[src/rtl/third_octave_band_level_meter_defines.svh]
// assertion macros for the band level meter
`ifndef THIRD_OCTAVE_BAND_LEVEL_METER_DEFINES_SVH
`define THIRD_OCTAVE_BAND_LEVEL_METER_DEFINES_SVH
`ifndef SYNTH
`define TOBL_ASSERT_IMP(lbl, ante, cons) \
	lbl: assert property (@(posedge clk) disable iff (!arst_n) (ante) |-> (cons)) \
		else $error("assertion failed");
`define TOBL_ASSERT_NEXT(lbl, ante, cons) \
	lbl: assert property (@(posedge clk) disable iff (!arst_n) (ante) |=> (cons)) \
		else $error("assertion failed");
`else
`define TOBL_ASSERT_IMP(lbl, ante, cons)
`define TOBL_ASSERT_NEXT(lbl, ante, cons)
`endif
`endif

[src/rtl/tobl_ram.sv]
// generic single-port-write ram with registered read
module tobl_ram #(
	parameter int WIDTH = 32,
	parameter int DEPTH = 32
) (
	input  logic                     clk,
	input  logic                     we,
	input  logic [$clog2(DEPTH)-1:0] waddr,
	input  logic [WIDTH-1:0]         wdata,
	input  logic                     re,
	input  logic [$clog2(DEPTH)-1:0] raddr,
	output logic [WIDTH-1:0]         rdata
);
	logic [WIDTH-1:0] mem [DEPTH];

	always_ff @(posedge clk) begin
		if (we) begin
			mem[waddr] <= wdata;
		end
		if (re) begin
			rdata <= mem[raddr];
		end
	end
endmodule

[config.mk]
export PLATFORM = sky130hd
export DESIGN_NAME = tobl_ram
export DESIGN_NICKNAME = d
export VERILOG_FILES = /design/src/rtl/third_octave_band_level_meter_defines.svh /design/src/rtl/tobl_ram.sv
export SDC_FILE = /design/constraint.sdc
export NUM_CORES = 1
export LEC_CHECK = 0
export BUFFER_PORTS_ARGS = -buffer_cell sky130_fd_sc_hd__buf_2
export CAP_MARGIN = 5
export CORE_MARGIN = 3
export CORE_UTILIZATION = 59
export CTS_BUF_LIST = sky130_fd_sc_hd__clkbuf_2
export DETAILED_ROUTE_END_ITERATION = 8
export PLACE_DENSITY = 0.79
export SLEW_MARGIN = 20
export SYNTH_ARGS = -nofsm -noshare
export SYNTH_HDL_FRONTEND = slang
export SYNTH_SLANG_ARGS = --single-unit
[constraint.sdc]
create_clock -name clk -period 3 [get_ports clk]
set_clock_uncertainty 0.2 [all_clocks]
set_input_delay 0.6 -clock clk [delete_from_list [all_inputs] [get_ports clk]]
set_output_delay 0.6 -clock clk [all_outputs]
set_load 0.01 [all_outputs]
* Word-level counts from Yosys, hierarchy flattened
Memories as Yosys holds them, arrays and structs flattened. A register that Yosys moved wholly into a read port is not among the register bits.
Cells that the tools add are included.
** Word-level totals
- RAM bits :: 1024
- Input port bits :: 45
- Memories :: 1
- Output and inout bits :: 32
- Register bits after elaboration :: 0
** Memories
- mem :: words 32, width 32, rd ports 1, clocked after memory_dff 1, write ports 1, line tobl_ram.sv:14 : logic [WIDTH-1:0] mem [DEPTH];
** Operators by class
- Mux-type cells :: 2
** Operator list (count)
- $mux W1 :: 2

* Depth between registers and ports, before layout
- Depth in word-level cells :: 2
- Gate-level depth with buffers :: 8
- Depth with buffers taken out :: 5

* Worst setup path before layout
Ideal clock, no wire load.
- Path type :: input port to flip-flop
- Start point :: in waddr[1]
- End point :: mem mem[12][0], enable pin
- Stages on the path :: 3
- Arrival :: 2613 ps
- Setup time :: 421 ps
- Slack :: -234 ps
- Cells stage by stage :: or3b_2 -> clkbuf_1 -> nor2_1
** RTL lines
- start: declaration :: line tobl_ram.sv:8 : input logic [$clog2(DEPTH)-1:0] waddr,
- end: declaration :: line tobl_ram.sv:14
Straight into the memory's write port.

==> out/qor.csv <==
stage,metric,value,unit
run_status,status,"complete, but fails checks",
run_status,violations,negative setup slack,
worst_setup_path,arrival,4.04,ns
global_routing,grt_start_max_net_pins,71,
clock_tree,ctsLongestPathBuffers,3,
pwr,ir_drop,0.3060,mV
worst_setup_path,worst_setup_path_end_kind,flip-flop,
yosys,syn_nets,2305,
yosys,synth_seq_cells,1056,
timing,hold_viol,0,
worst_setup_path,required,4.03,ns
worst_setup_path,critPathMaxFanout,15,
clock_tree,cts-root-buf,clkbuf_2,
floorplan,die_area,72350,sq um
placement,detailed_place_hpwl,56520,microns
route,wl_per_cell,27.05,microns
route,vias_per_cell,6.207,
yosys,ys.warnings.count,0,
layout,layoutNonFillerInstCount,3757,
placement,dpl-instance-area,43380,sq um
placement,dp_cells,3257,
worst_setup_path,start_kind,input port,
route,dr.pass1.iters,5,
floorplan,ios,77,
layout,utilization,68.28,%
yosys,synth_top_area_share,77.71,%
worst_setup_path,r2r_start,mem[19][17],
clock_tree,tritoncts,built,
yosys,yosysSeqAreaShare,77.71,%
clock_tree,post_cts_buffers,0,
yosys,syn_avg_cell_area,18.06,sq um
worst_hold_path,hold-path-cell-count,3,
timing,rsz0062_at_grt,true,
global_routing,grtUsageTotal,28.48,%
yosys,synth_largest_area_cell,edfxtp_1,
global_routing,grt_pass1_wl,148200,microns
yosys,synth_cell_types,24,
clock_tree,clk_pin_slew,0.11,ns
job,maxCapViolCount,0,
timing,timing.slew.headroom,25.62,%
yosys,synth_edf_count,1056,
layout,layout-drive-gt1-share,21.50,%
pwr,leakagePower,16.71,nW
route,routed_wl,101600,microns
floorplan,std_cell_rows,95,
yosys,syn_inst,2260,
layout,final_area,46340,sq um
placement,numPortBuffers,76,
global_routing,grt_pass1_vias,23470,
timing,layout_min_cycle_time,3.015,ns
yosys,yosysMostFrequentCell,edfxtp_1,
floorplan,core,67870,sq um
route,vias,23320,
worst_setup_path,rrSetupSlack,0.19,ns
clock_tree,clock_sinks,1056,
floorplan,die_h,269.0,microns
floorplan,die_width,269.0,microns
yosys,synth_commonest_cells,"edfxtp_1, mux2i_1, nand2_1, nand3_1",
route,route.antenna.remaining_nets,0,
layout,synthToLayoutAreaGrowth,13.56,%
worst_hold_path,min_to,mem[11][26],
floorplan,start_util,60.12,%
timing,setup_ws,-0.01541,ns
timing,final-max-slew-violation-count,0,
placement,place_congestion,0.8278,
global_routing,antenna_found_initial,5,
yosys,synth_area_leaders,"edfxtp_1, mux2i_1, a22oi_1",
clock_tree,clk_latency,1.49,ns
clock_tree,htree_num_levels,4,
worst_setup_path,worst_r2r_endpoint,rdata[17],
timing,fmax,331.6,MHz
route,initialDrtViolationCount,2745,
yosys,synthFlopType,edfxtp_1,
route,drc,0,
worst_setup_path,r2r.worst_path.cells,6,
clock_tree,cts_inserted_buffers,235,
pwr,power.density,578.7,nW/um^2
worst_hold_path,hold_class,in -> reg,
worst_setup_path,critical_path_class,in -> reg,
yosys,synth_area,40810,sq um
layout,nNetsFinal,2708,
timing,post-route-period-util,100.5,%
timing,worstMarginPinSlew,1.112,ns
yosys,async_flop_share,0,%
worst_hold_path,worstHoldStart,wdata[26],
global_routing,grt.overflow.total,0,
timing,setup_viol,1,
-- where the power goes --
group | leakage, nW | internal, W | switching [W]
Clock | 1.59 | 0.00334 | 0.00527
Sequential | 9.54 | 0.0164 | 0.0000764
Combinational | 5.58 | 0.000623 | 0.00106
Total | 16.7 | 0.0204 | 0.00641
-- flip-flops by register name (all words and copies together) (netlist names) --
name and count:
mem 1024, rdata 32
-- cell families (layout without fill, tap and decap cells) --
group | after synthesis | in the layout | synth area share [%]
buffers and inverters | 127 | 700 | 1.846
other | 0 | 3 | 0
DFF | 1056 | 1056 | 77.71
muxes | 512 | 512 | 12.56
and+or+nand+nor | 277 | 277 | 3.076
AOI/OAI and AO/OA | 288 | 288 | 4.808
-- critical path, stage by stage --
cell	delay (ns)
dlygate4sd3_1	0.53
buf_2	0.17
nor2_4	0.11
dlygate4sd3_1	0.88
buf_4	0.34
nand2_1	0.09
a31oi_1	0.14
dlygate4sd3_1	0.57
nand3_1	0.06
dlygate4sd3_1	0.55
-- through the flow --
step / setup slack (ns) / hold WS (ns) / setup TNS, ns / total power (W)
2_1_floorplan: -0.2341 / 0.4293 / -67.86 / 0.01770
3_3_place_gp: 0.2899 / 0.4473 / 0 / 0.01834
3_5_place_dp: 0.2053 / 0.4650 / 0 / 0.01841
4_1_cts: -0.1102 / 0.04643 / -0.8186 / 0.02693
5_1_grt: -0.06810 / 0.05033 / -0.3014 / 0.02781
6_report: -0.01541 / 0.1211 / -0.01541 / 0.02682
-- what timing repair did --
| item | 4_1_cts | 5_1_grt |
|---|---|---|
| gates resized for setup | 2 | 1 |
| hold endpoints to repair | 2112 | 0 |
| hold buffers | 90 | 0 |
| setup endpoints to repair | 15 | 9 |
-- per-layer routing --
layer | vias to the layer above | track usage (%) | part of all wire (%) | wire length [microns]
li1 | 9968 | - | - | -
met1 | 11620 | 38.30 | 37 | 37940
met2 | 1488 | 45.30 | 48 | 49240
met3 | 243 | 6.296 | 10 | 10650
met4 | 0 | 12.84 | 3.7 | 3793
met5 | - | 0 | 0 | 0
-- how the worst max path moves through the flow --
stage,from,endpoint,slack (ns)
after global placement,raddr[0],rdata[8],0.29
after global routing,rdata[12],rdata[12],-0.07
after detailed placement,raddr[0],rdata[8],0.21
after floorplan,waddr[1],mem[12][0],-0.23
after CTS,rdata[18],rdata[18],-0.11
final,raddr[1],rdata[18],-0.02
-- cell type report --
type | count | area [sq um]
Clock inverter | 72 | 401.6
Timing Repair Buffer | 293 | 2781
Sequential cell | 1056 | 31710
Clock buffer | 335 | 1677
Tap cell | 921 | 1152
Multi-Input combinational cell | 1077 | 8610
Fill cell | 4293 | 21530
Antenna cell | 3 | 7.507
-- cell usage in the layout, fill, tap and decap left out --
cell | Yosys | layout
nor2b_4 | 0 | 1
dlygate4sd3_1 | 0 | 81
clkbuf_2 | 0 | 337
and2_4 | 0 | 1
mux2i_1 | 512 | 512
buf_2 | 26 | 79
nor2_1 | 34 | 1
inv_6 | 0 | 1
buf_6 | 15 | 3
clkinv_2 | 0 | 10
clkinv_1 | 0 | 53
or2_2 | 1 | 1
diode_2 | 0 | 3
clkinvlp_4 | 0 | 1
a22o_1 | 64 | 64
nand2_1 | 98 | 97
clkinv_4 | 0 | 1
nand3_1 | 98 | 98
or3b_2 | 3 | 3
nand3b_1 | 5 | 5
a31oi_1 | 32 | 32
buf_12 | 0 | 45
bufinv_16 | 0 | 4
a21oi_1 | 96 | 96
or3_1 | 1 | 1
a22oi_1 | 96 | 96
buf_4 | 33 | 82
and2b_4 | 0 | 1
inv_2 | 0 | 2
nor2_4 | 0 | 33
nand2_2 | 0 | 1
edfxtp_1 | 1056 | 1056
nor3_1 | 32 | 32
nand2b_2 | 0 | 2
buf_8 | 0 | 1
Power figures use the tool's default switching activity.
